<file path="src/sv/sqc_pkg.sv">
// Types, register indexes and scaling functions of the stick to quadrature converter.
// Has no dependencies. The configuration block and the core both use it.
package sqc_pkg;

  localparam int unsigned RawW  = 10;
  localparam int unsigned PosW  = 8;
  localparam int unsigned PendW = 10;
  localparam logic signed [PendW-1:0] PendMax = 10'sd511;
  localparam logic signed [PendW-1:0] PendMin = -10'sd511;
  localparam logic [7:0] XWheelInit = 8'b11001100;
  localparam logic [7:0] YWheelInit = 8'b00110011;
  localparam logic [9:0] NeutralInit = 10'd512;
  localparam logic [7:0] ReachInit = 8'd105;

  typedef enum logic [3:0] {
    REG_QUAD_NE   = 4'd0,
    REG_QUAD_SE   = 4'd1,
    REG_QUAD_SW   = 4'd2,
    REG_QUAD_NW   = 4'd3,
    REG_CARDINAL  = 4'd4,
    REG_NEUTRAL_X = 4'd5,
    REG_NEUTRAL_Y = 4'd6,
    REG_REACH     = 4'd7
  } reg_idx_e;

  typedef enum logic {
    REQ_SAMPLE = 1'b0,
    REQ_TICK   = 1'b1
  } req_type_e;

  // Quadrant register, lowest field last.
  typedef struct packed {
    logic [7:0]      factor_y;
    logic [7:0]      factor_x;
    logic [RawW-1:0] limit_y;
    logic [RawW-1:0] limit_x;
  } quad_t;

  typedef struct packed {
    logic [7:0] west;
    logic [7:0] south;
    logic [7:0] east;
    logic [7:0] north;
  } card_t;

  typedef struct packed {
    quad_t           ne;
    quad_t           se;
    quad_t           sw;
    quad_t           nw;
    card_t           card;
    logic [RawW-1:0] neutral_x;
    logic [RawW-1:0] neutral_y;
    logic [PosW-1:0] reach;
    logic [PosW-1:0] center_x;   // scaled neutral position
    logic [PosW-1:0] center_y;
  } cfg_t;

  typedef struct packed {
    logic [PosW-1:0] sx;
    logic [PosW-1:0] sy;
  } pair_t;

  typedef struct packed {
    logic [1:0]      x_phase;
    logic [1:0]      y_phase;
    logic [PosW-1:0] scaled_x;
    logic [PosW-1:0] scaled_y;
    logic            busy;
  } result_t;

  function automatic logic [PosW-1:0] scale_axis(logic [RawW-1:0] raw, logic [7:0] f);
    logic [RawW+7:0] p;
    p = (RawW+8)'(raw) * (RawW+8)'(f);
    return p[15:8];
  endfunction

  function automatic pair_t scale_pair(logic [RawW-1:0] rx, logic [RawW-1:0] ry,
                                       logic [RawW-1:0] nx, logic [RawW-1:0] ny,
                                       quad_t ne, quad_t se, quad_t sw, quad_t nw,
                                       card_t card);
    logic  xp;
    logic  yp;
    quad_t q;
    logic [7:0] fx;
    logic [7:0] fy;
    pair_t r;
    xp = rx > nx;
    yp = ry > ny;
    if (xp && yp) q = ne;
    else if (xp) q = se;
    else if (!yp) q = sw;
    else q = nw;
    fx = q.factor_x;
    fy = q.factor_y;
    if (xp) begin
      if (rx > q.limit_x) fx = card.east;
    end else begin
      if (rx < q.limit_x) fx = card.west;
    end
    if (yp) begin
      if (ry > q.limit_y) fy = card.north;
    end else begin
      if (ry < q.limit_y) fy = card.south;
    end
    r.sx = scale_axis(rx, fx);
    r.sy = scale_axis(ry, fy);
    return r;
  endfunction

endpackage

</file>
<file path="src/sv/sqc_cfg.sv">
// Configuration registers of the stick to quadrature converter, plus the
// registered scaled neutral position. Depends on sqc_pkg.
module sqc_cfg
  import sqc_pkg::*;
(
  input  logic       clk_i,
  input  logic       rst_ni,
  input  logic       wr_en_i,
  input  logic [3:0] wr_addr_i,
  input  logic [35:0] wr_data_i,
  output cfg_t       cfg_o
);

  quad_t ne_q, se_q, sw_q, nw_q;
  card_t card_q;
  logic [RawW-1:0] neutral_x_q, neutral_y_q;
  logic [PosW-1:0] reach_q;
  logic [PosW-1:0] center_x_q, center_y_q;
  pair_t center_d;

  always_ff @(posedge clk_i or negedge rst_ni) begin
    if (!rst_ni) begin
      ne_q        <= '0;
      se_q        <= '0;
      sw_q        <= '0;
      nw_q        <= '0;
      card_q      <= '0;
      neutral_x_q <= NeutralInit;
      neutral_y_q <= NeutralInit;
      reach_q     <= ReachInit;
    end else if (wr_en_i) begin
      case (reg_idx_e'(wr_addr_i))
        REG_QUAD_NE:   ne_q        <= quad_t'(wr_data_i);
        REG_QUAD_SE:   se_q        <= quad_t'(wr_data_i);
        REG_QUAD_SW:   sw_q        <= quad_t'(wr_data_i);
        REG_QUAD_NW:   nw_q        <= quad_t'(wr_data_i);
        REG_CARDINAL:  card_q      <= card_t'(wr_data_i[31:0]);
        REG_NEUTRAL_X: neutral_x_q <= wr_data_i[RawW-1:0];
        REG_NEUTRAL_Y: neutral_y_q <= wr_data_i[RawW-1:0];
        REG_REACH:     reach_q     <= wr_data_i[PosW-1:0];
        default: ;
      endcase
    end
  end

  // The neutral point always lands in the lower-left quadrant. Its scaled
  // position is registered from the registers, which happens before any item
  // accepted after a write reaches the core.
  assign center_d = scale_pair(neutral_x_q, neutral_y_q, neutral_x_q, neutral_y_q,
                               ne_q, se_q, sw_q, nw_q, card_q);

  always_ff @(posedge clk_i or negedge rst_ni) begin
    if (!rst_ni) begin
      center_x_q <= '0;
      center_y_q <= '0;
    end else begin
      center_x_q <= center_d.sx;
      center_y_q <= center_d.sy;
    end
  end

  assign cfg_o.ne        = ne_q;
  assign cfg_o.se        = se_q;
  assign cfg_o.sw        = sw_q;
  assign cfg_o.nw        = nw_q;
  assign cfg_o.card      = card_q;
  assign cfg_o.neutral_x = neutral_x_q;
  assign cfg_o.neutral_y = neutral_y_q;
  assign cfg_o.reach     = reach_q;
  assign cfg_o.center_x  = center_x_q;
  assign cfg_o.center_y  = center_y_q;

endmodule

</file>
<file path="src/sv/sqc_core.sv">
// Stick state and per-item update: scaling, clamp, pending steps and wheels.
// Depends on sqc_pkg.
module sqc_core
  import sqc_pkg::*;
(
  input  logic            clk_i,
  input  logic            rst_ni,
  input  cfg_t            cfg_i,
  input  logic            en_i,
  input  logic            req_type_i,
  input  logic [RawW-1:0] raw_x_i,
  input  logic [RawW-1:0] raw_y_i,
  output result_t         res_o
);

  logic [7:0] x_wheel_q, x_wheel_d, y_wheel_q, y_wheel_d;
  logic [PosW-1:0] prev_x_q, prev_x_d, prev_y_q, prev_y_d;
  logic signed [PendW-1:0] pend_x_q, pend_x_d, pend_y_q, pend_y_d;
  logic started_q, started_d;
  pair_t raw_s;
  logic [PosW-1:0] px, py;

  function automatic logic [PosW-1:0] clamp_pos(logic [PosW-1:0] p, logic [PosW-1:0] n,
                                                logic [PosW-1:0] mr);
    logic [PosW-1:0] r;
    r = p;
    if (p > n && (p - n) > mr) r = n + mr;
    else if (p < n && (n - p) > mr) r = n - mr;
    return r;
  endfunction

  function automatic logic signed [PendW-1:0] sat_add(logic signed [PendW-1:0] a,
                                                      logic [PosW-1:0] p,
                                                      logic [PosW-1:0] o);
    logic signed [PendW+1:0] s;
    s = (PendW+2)'(a) + $signed({4'b0000, p}) - $signed({4'b0000, o});
    if (s > (PendW+2)'(PendMax)) s = (PendW+2)'(PendMax);
    if (s < (PendW+2)'(PendMin)) s = (PendW+2)'(PendMin);
    return s[PendW-1:0];
  endfunction

  assign raw_s = scale_pair(raw_x_i, raw_y_i, cfg_i.neutral_x, cfg_i.neutral_y,
                            cfg_i.ne, cfg_i.se, cfg_i.sw, cfg_i.nw, cfg_i.card);
  assign px = clamp_pos(raw_s.sx, cfg_i.center_x, cfg_i.reach);
  assign py = clamp_pos(raw_s.sy, cfg_i.center_y, cfg_i.reach);

  always_comb begin
    x_wheel_d = x_wheel_q;
    y_wheel_d = y_wheel_q;
    prev_x_d  = prev_x_q;
    prev_y_d  = prev_y_q;
    pend_x_d  = pend_x_q;
    pend_y_d  = pend_y_q;
    started_d = started_q;
    if (req_type_e'(req_type_i) == REQ_SAMPLE) begin
      // Before the first sample the change is measured from neutral.
      pend_x_d  = sat_add(pend_x_q, px, started_q ? prev_x_q : cfg_i.center_x);
      pend_y_d  = sat_add(pend_y_q, py, started_q ? prev_y_q : cfg_i.center_y);
      prev_x_d  = px;
      prev_y_d  = py;
      started_d = 1'b1;
    end else begin
      if (pend_x_q < 0) begin
        x_wheel_d = {x_wheel_q[6:0], x_wheel_q[7]};
        pend_x_d  = pend_x_q + 10'sd1;
      end else if (pend_x_q > 0) begin
        x_wheel_d = {x_wheel_q[0], x_wheel_q[7:1]};
        pend_x_d  = pend_x_q - 10'sd1;
      end
      if (pend_y_q > 0) begin
        y_wheel_d = {y_wheel_q[0], y_wheel_q[7:1]};
        pend_y_d  = pend_y_q - 10'sd1;
      end else if (pend_y_q < 0) begin
        y_wheel_d = {y_wheel_q[6:0], y_wheel_q[7]};
        pend_y_d  = pend_y_q + 10'sd1;
      end
    end
  end

  always_ff @(posedge clk_i or negedge rst_ni) begin
    if (!rst_ni) begin
      x_wheel_q <= XWheelInit;
      y_wheel_q <= YWheelInit;
      prev_x_q  <= '0;
      prev_y_q  <= '0;
      pend_x_q  <= '0;
      pend_y_q  <= '0;
      started_q <= 1'b0;
    end else if (en_i) begin
      x_wheel_q <= x_wheel_d;
      y_wheel_q <= y_wheel_d;
      prev_x_q  <= prev_x_d;
      prev_y_q  <= prev_y_d;
      pend_x_q  <= pend_x_d;
      pend_y_q  <= pend_y_d;
      started_q <= started_d;
    end
  end

  assign res_o.x_phase  = x_wheel_d[1:0];
  assign res_o.y_phase  = y_wheel_d[7:6];
  assign res_o.scaled_x = prev_x_d;
  assign res_o.scaled_y = prev_y_d;
  assign res_o.busy     = (pend_x_d != '0) || (pend_y_d != '0);

endmodule

</file>
<file path="src/sv/stick_to_quadrature_converter.sv">
// Top level of the stick to quadrature converter: input register, core and
// result register. Depends on sqc_pkg, sqc_cfg and sqc_core.
//
//   channel   direction  handshake              contents
//   s_axis    in         tvalid/tready          sample or tick request
//   m_axis    out        tvalid/tready          phases, scaled position, busy
//   cfg       in         cfg_valid/cfg_ready    register index and data
//
// Each request is held in the input register and is processed into the
// result register; one request per cycle is sustained while m_axis is not
// stalled. The path from input register to result register holds two 10x8
// multiplies, clamp and saturating add. A stall on m_axis holds the result
// register and a full input register; cfg writes are always taken. Reset
// loads the register and wheel defaults and clears the other stick state.
module stick_to_quadrature_converter
  import sqc_pkg::*;
(
  input  logic        clk_i,
  input  logic        rst_ni,
  input  logic        s_axis_tvalid,
  output logic        s_axis_tready,
  input  logic [23:0] s_axis_tdata,   // raw_x[9:0], raw_y[19:10], zero[23:20]
  input  logic [0:0]  s_axis_tuser,   // req_type[0]
  output logic        m_axis_tvalid,
  input  logic        m_axis_tready,
  // x_phase[1:0], y_phase[3:2], scaled_x[11:4], scaled_y[19:12],
  // busy_res[20], zero[23:21]
  output logic [23:0] m_axis_tdata,
  input  logic        cfg_valid_i,
  output logic        cfg_ready_o,
  input  logic [3:0]  cfg_addr_i,
  input  logic [35:0] cfg_data_i
);

  cfg_t    cfg;
  result_t res_d, res_q;
  logic    in_valid_q, out_valid_q;
  logic    req_type_q;
  logic [RawW-1:0] raw_x_q, raw_y_q;
  logic    advance;
  logic    fire;

  assign cfg_ready_o = 1'b1;

  sqc_cfg u_cfg (
    .clk_i     (clk_i),
    .rst_ni    (rst_ni),
    .wr_en_i   (cfg_valid_i),
    .wr_addr_i (cfg_addr_i),
    .wr_data_i (cfg_data_i),
    .cfg_o     (cfg)
  );

  // The pipeline moves whenever the result register is free or being read.
  assign advance       = !out_valid_q || m_axis_tready;
  assign fire          = in_valid_q && advance;
  assign s_axis_tready = !in_valid_q || advance;

  always_ff @(posedge clk_i or negedge rst_ni) begin
    if (!rst_ni) begin
      in_valid_q <= 1'b0;
    end else if (s_axis_tready) begin
      in_valid_q <= s_axis_tvalid;
    end
  end

  always_ff @(posedge clk_i) begin
    if (s_axis_tready && s_axis_tvalid) begin
      req_type_q <= s_axis_tuser[0];
      raw_x_q    <= s_axis_tdata[9:0];
      raw_y_q    <= s_axis_tdata[19:10];
    end
  end

  sqc_core u_core (
    .clk_i      (clk_i),
    .rst_ni     (rst_ni),
    .cfg_i      (cfg),
    .en_i       (fire),
    .req_type_i (req_type_q),
    .raw_x_i    (raw_x_q),
    .raw_y_i    (raw_y_q),
    .res_o      (res_d)
  );

  always_ff @(posedge clk_i or negedge rst_ni) begin
    if (!rst_ni) begin
      out_valid_q <= 1'b0;
    end else if (advance) begin
      out_valid_q <= in_valid_q;
    end
  end

  always_ff @(posedge clk_i) begin
    if (fire) begin
      res_q <= res_d;
    end
  end

  assign m_axis_tvalid = out_valid_q;
  assign m_axis_tdata  = {3'b000, res_q.busy, res_q.scaled_y, res_q.scaled_x,
                          res_q.y_phase, res_q.x_phase};

endmodule

</file>
<file path="config.mk">
export PLATFORM = sky130hd
export DESIGN_NAME = stick_to_quadrature_converter
export DESIGN_NICKNAME = d
export VERILOG_FILES = /design/src/sv/sqc_pkg.sv /design/src/sv/sqc_cfg.sv /design/src/sv/sqc_core.sv /design/src/sv/stick_to_quadrature_converter.sv
export SDC_FILE = /design/constraint.sdc
export NUM_CORES = 2
export LEC_CHECK = 0
export ABC_AREA = 1
export BUFFER_PORTS_ARGS = -buffer_cell sky130_fd_sc_hd__buf_2
export CAP_MARGIN = 20
export CORE_ASPECT_RATIO = 1.4
export CORE_MARGIN = 5
export CORE_UTILIZATION = 30
export DETAILED_ROUTE_END_ITERATION = 10
export PLACE_DENSITY = 0.42
export SYNTH_ARGS = -nofsm -noshare
export SYNTH_HDL_FRONTEND = slang
export SYNTH_HIERARCHICAL = 1
export SYNTH_SLANG_ARGS = --single-unit
</file>
<file path="constraint.sdc">
create_clock -name clk_i -period 36.1 [get_ports clk_i]
set_input_delay 1.805 -clock clk_i [delete_from_list [all_inputs] [get_ports clk_i]]
set_output_delay 1.805 -clock clk_i [all_outputs]
set_load 0.005 [all_outputs]
</file>
==> impl_metrics.env <==
export IMPL_status="finished clean"
export IMPL_endpoint="m_axis_tdata[20]"
export IMPL_drtIter0Drc=1276
export IMPL_max_stage_delay_ns=0.70
export IMPL_cts_buffer_depth=3
export IMPL_io_buffers=88
export IMPL_tightest_slew_ns=1.02
export IMPL_rrSetupSlack_ns=20.01
export IMPL_grt_usage_pct=18.5
export IMPL_cts_setup_buffers=0
export IMPL_setup_tns_ns=0
export IMPL_min_path_type="reg2reg"
export IMPL_r2r_start="u_cfg/neutral_x_q[9]"
export IMPL_rsz0062_at_grt="false"
export IMPL_num_vias=25363
export IMPL_area_growth_pct=11.0
export IMPL_dpl_hpwl_um=78100
export IMPL_wirelength_um=99100
export IMPL_gr_total_overflow=0
export IMPL_wl_met1_um=40700
export IMPL_gp_congestion=0.851
export IMPL_syn_area_per_cell_um2=7.63
export IMPL_grt_max_degree=142
export IMPL_synth_most_common_cell="nand2_1"
export IMPL_antenna_found_initial=2
export IMPL_cp_end_kind="register"
export IMPL_final_setup_skew_ns=0.0570
export IMPL_viasPerCell=4.72
export IMPL_final_cell_count_no_fill=5375
export IMPL_clock_latency_ns=0.61
export IMPL_cts_sinks=317
export IMPL_yosys_area_top_type_share_pct=21.6
export IMPL_dr_wl_met3_um=2990
export IMPL_drc_errors=0
export IMPL_max_slew_margin_pct=31.6
export IMPL_nets=4582
export IMPL_die_h_um=386
export IMPL_setup_viol=0
export IMPL_htreeDepth=2
export IMPL_start_util_pct=30.3
export IMPL_die_x_um=278
export IMPL_utilization_pct=33.6
export IMPL_dieArea_um2=107000
export IMPL_first_pass_iters=5
export IMPL_cts_resized_gates=0
export IMPL_crit_required_ns=36.46
export IMPL_grt_pass1_vias=26570
export IMPL_synth_ff_type="dfrtp_1"
export IMPL_r2r_cells=74
export IMPL_hold_buffers=0
export IMPL_antenna_cells=0
export IMPL_startpoint="u_cfg/neutral_x_q[9]"
export IMPL_holdPathStages=2
export IMPL_wl_met2_um=51300
export IMPL_drive_above_1_share_pct=8.24
export IMPL_max_freq_mhz=62.2
export IMPL_cts_tree="built"
export IMPL_fp_row_count=137
export IMPL_post_route_cell_area_um2=33600
export IMPL_cts_root_buffer="clkbuf_16"
export IMPL_synth_common_cells="nand2_1, inv_1, nor2_1, o21ai_0, ha_1"
export IMPL_slew_violations=0
export IMPL_pin_count=97
export IMPL_placed_area_um2=32100
export IMPL_grt_pass1_wl_um=155000
export IMPL_ant_nets=0
export IMPL_synth_warnings=6
export IMPL_crit_path_start_kind="register"
export IMPL_synth_edf_count=42
export IMPL_reg2reg_to="m_axis_tdata[20]"
export IMPL_coreArea_um2=99900
export IMPL_final_hold_viol_count=0
export IMPL_async_flop_share_pct=86.8
export IMPL_finalCritPeriodShare_pct=44.6
export IMPL_synth_seq_cells=317
export IMPL_syn_area_um2=30200
export IMPL_clk_pin_slew_ns=0.06
export IMPL_cts_made_buffers=41
export IMPL_fin_crit_ns=16.09
export IMPL_synthDistinctLibCells=65
export IMPL_drv_cap=0
export IMPL_yosys_area_top_type="dfrtp_1"
export IMPL_dr_max_layer_used="met4"
export IMPL_syn_inst=3966
export IMPL_cp_common_cell="nand2_1"
export IMPL_worstPathArrival_ns=16.45
export IMPL_synth_area_leaders="dfrtp_1, fa_1, ha_1"
export IMPL_avgRoutedWirePerCell_um=18.4
export IMPL_crit_fanout=22
export IMPL_worst_path_max_delay_cell="a221oi_1"
export IMPL_synth_seq_area_share_pct=27.0
export IMPL_path_class="reg2reg"
export IMPL_post_place_cells=5299
## cell type report
| class | count | area, um^2 |
|---|---|---|
| fillers | 10795 | 66400 |
| multi-input cells | 2859 | 19100 |
| flip-flops and latches | 317 | 8160 |
| inverters | 695 | 2610 |
| well taps | 1320 | 1650 |
| clock buffers | 59 | 1230 |
| repair buffers | 108 | 613 |
| clock inverters | 17 | 209 |
## through the flow
step / hold slack (ns) / setup WS (ns)
after floorplan: 0.448 / 23.56
after global placement: 0.461 / 19.84
after detailed placement: 0.468 / 19.87
after CTS: 0.483 / 19.89
after global routing: 0.500 / 18.64
final: 0.479 / 20.01
## cells by family after synthesis
family                   Yosys count  synth area share (%)
AO/OA/AOI/OAI                    713                  13.3
XOR/XNOR                          58                  1.70
adder cells (fa/ha/maj)          490                  25.4
buffers and inverters            792                  10.1
flip-flops                       317                  27.0
multiplexers                       6                 0.248
other                              2                0.0248
AND/OR/NAND/NOR                 1588                  22.3
## routing by layer
metal | GRT usage (%) | up-vias
met3 | 2.25 | 140
met2 | 34.6 | 375
li1 | - | 12755
met4 | 6.60 | 0
met5 | 0 | -
met1 | 21.6 | 12093
## worst max-delay path: cells and delay by family, from the launching register on
family / cells / cell delay (ns)
and+or+nand+nor: 33 / 5.16
adders and majority gates: 12 / 4.81
DFF: 1 / 0.62
buffers and inverters: 13 / 1.63
AOI/OAI and AO/OA: 14 / 3.11
xor gates and xnor gates: 2 / 0.47
## sequential cells by signal, indices dropped and copies added (netlist names), 8 cells and up
register / cells
u_cfg/cfg_o: 176
m_axis_tdata: 21
raw_x_q: 10
raw_y_q: 10
u_cfg/neutral_x_q: 10
u_cfg/neutral_y_q: 10
u_core/pend_x_q: 10
u_core/pend_y_q: 10
u_cfg/center_x_q: 8
u_cfg/center_y_q: 8
u_cfg/reach_q: 8
u_core/prev_x_q: 8
u_core/prev_y_q: 8
u_core/x_wheel_q: 8
u_core/y_wheel_q: 8
## worst min path at each step
stage / startpoint / to / slack [ns]
after detailed placement: u_cfg/cfg_o[176] / u_cfg/cfg_o[176] / 0.47
after floorplan: u_cfg/cfg_o[109] / u_cfg/cfg_o[109] / 0.45
after global placement: u_cfg/cfg_o[80] / u_cfg/cfg_o[80] / 0.46
final: u_cfg/cfg_o[172] / u_cfg/cfg_o[172] / 0.48
after global routing: u_cfg/cfg_o[174] / u_cfg/cfg_o[174] / 0.50
after CTS: u_cfg/cfg_o[176] / u_cfg/cfg_o[176] / 0.48
## cells in the final DEF, fill, tap and decap left out, types with 23 or more instances in the layout
| cell type | n |
|---|---|
| nand2_1 | 906 |
| nor3_1 | 33 |
| nand4_1 | 32 |
| edfxtp_1 | 42 |
| fa_1 | 208 |
| xor2_1 | 50 |
| a21oi_1 | 176 |
| ha_1 | 282 |
| inv_1 | 676 |
| nand3_1 | 120 |
| nor2_1 | 378 |
| dfrtp_1 | 261 |
| nand2_2 | 43 |
| o21ai_1 | 23 |
| buf_2 | 87 |
| o21ai_0 | 361 |
| clkbuf_16 | 42 |
Power is left out: the tool's default activity adds up to more than one toggle a clock period on the data nets, which glitch-free logic cannot reach.
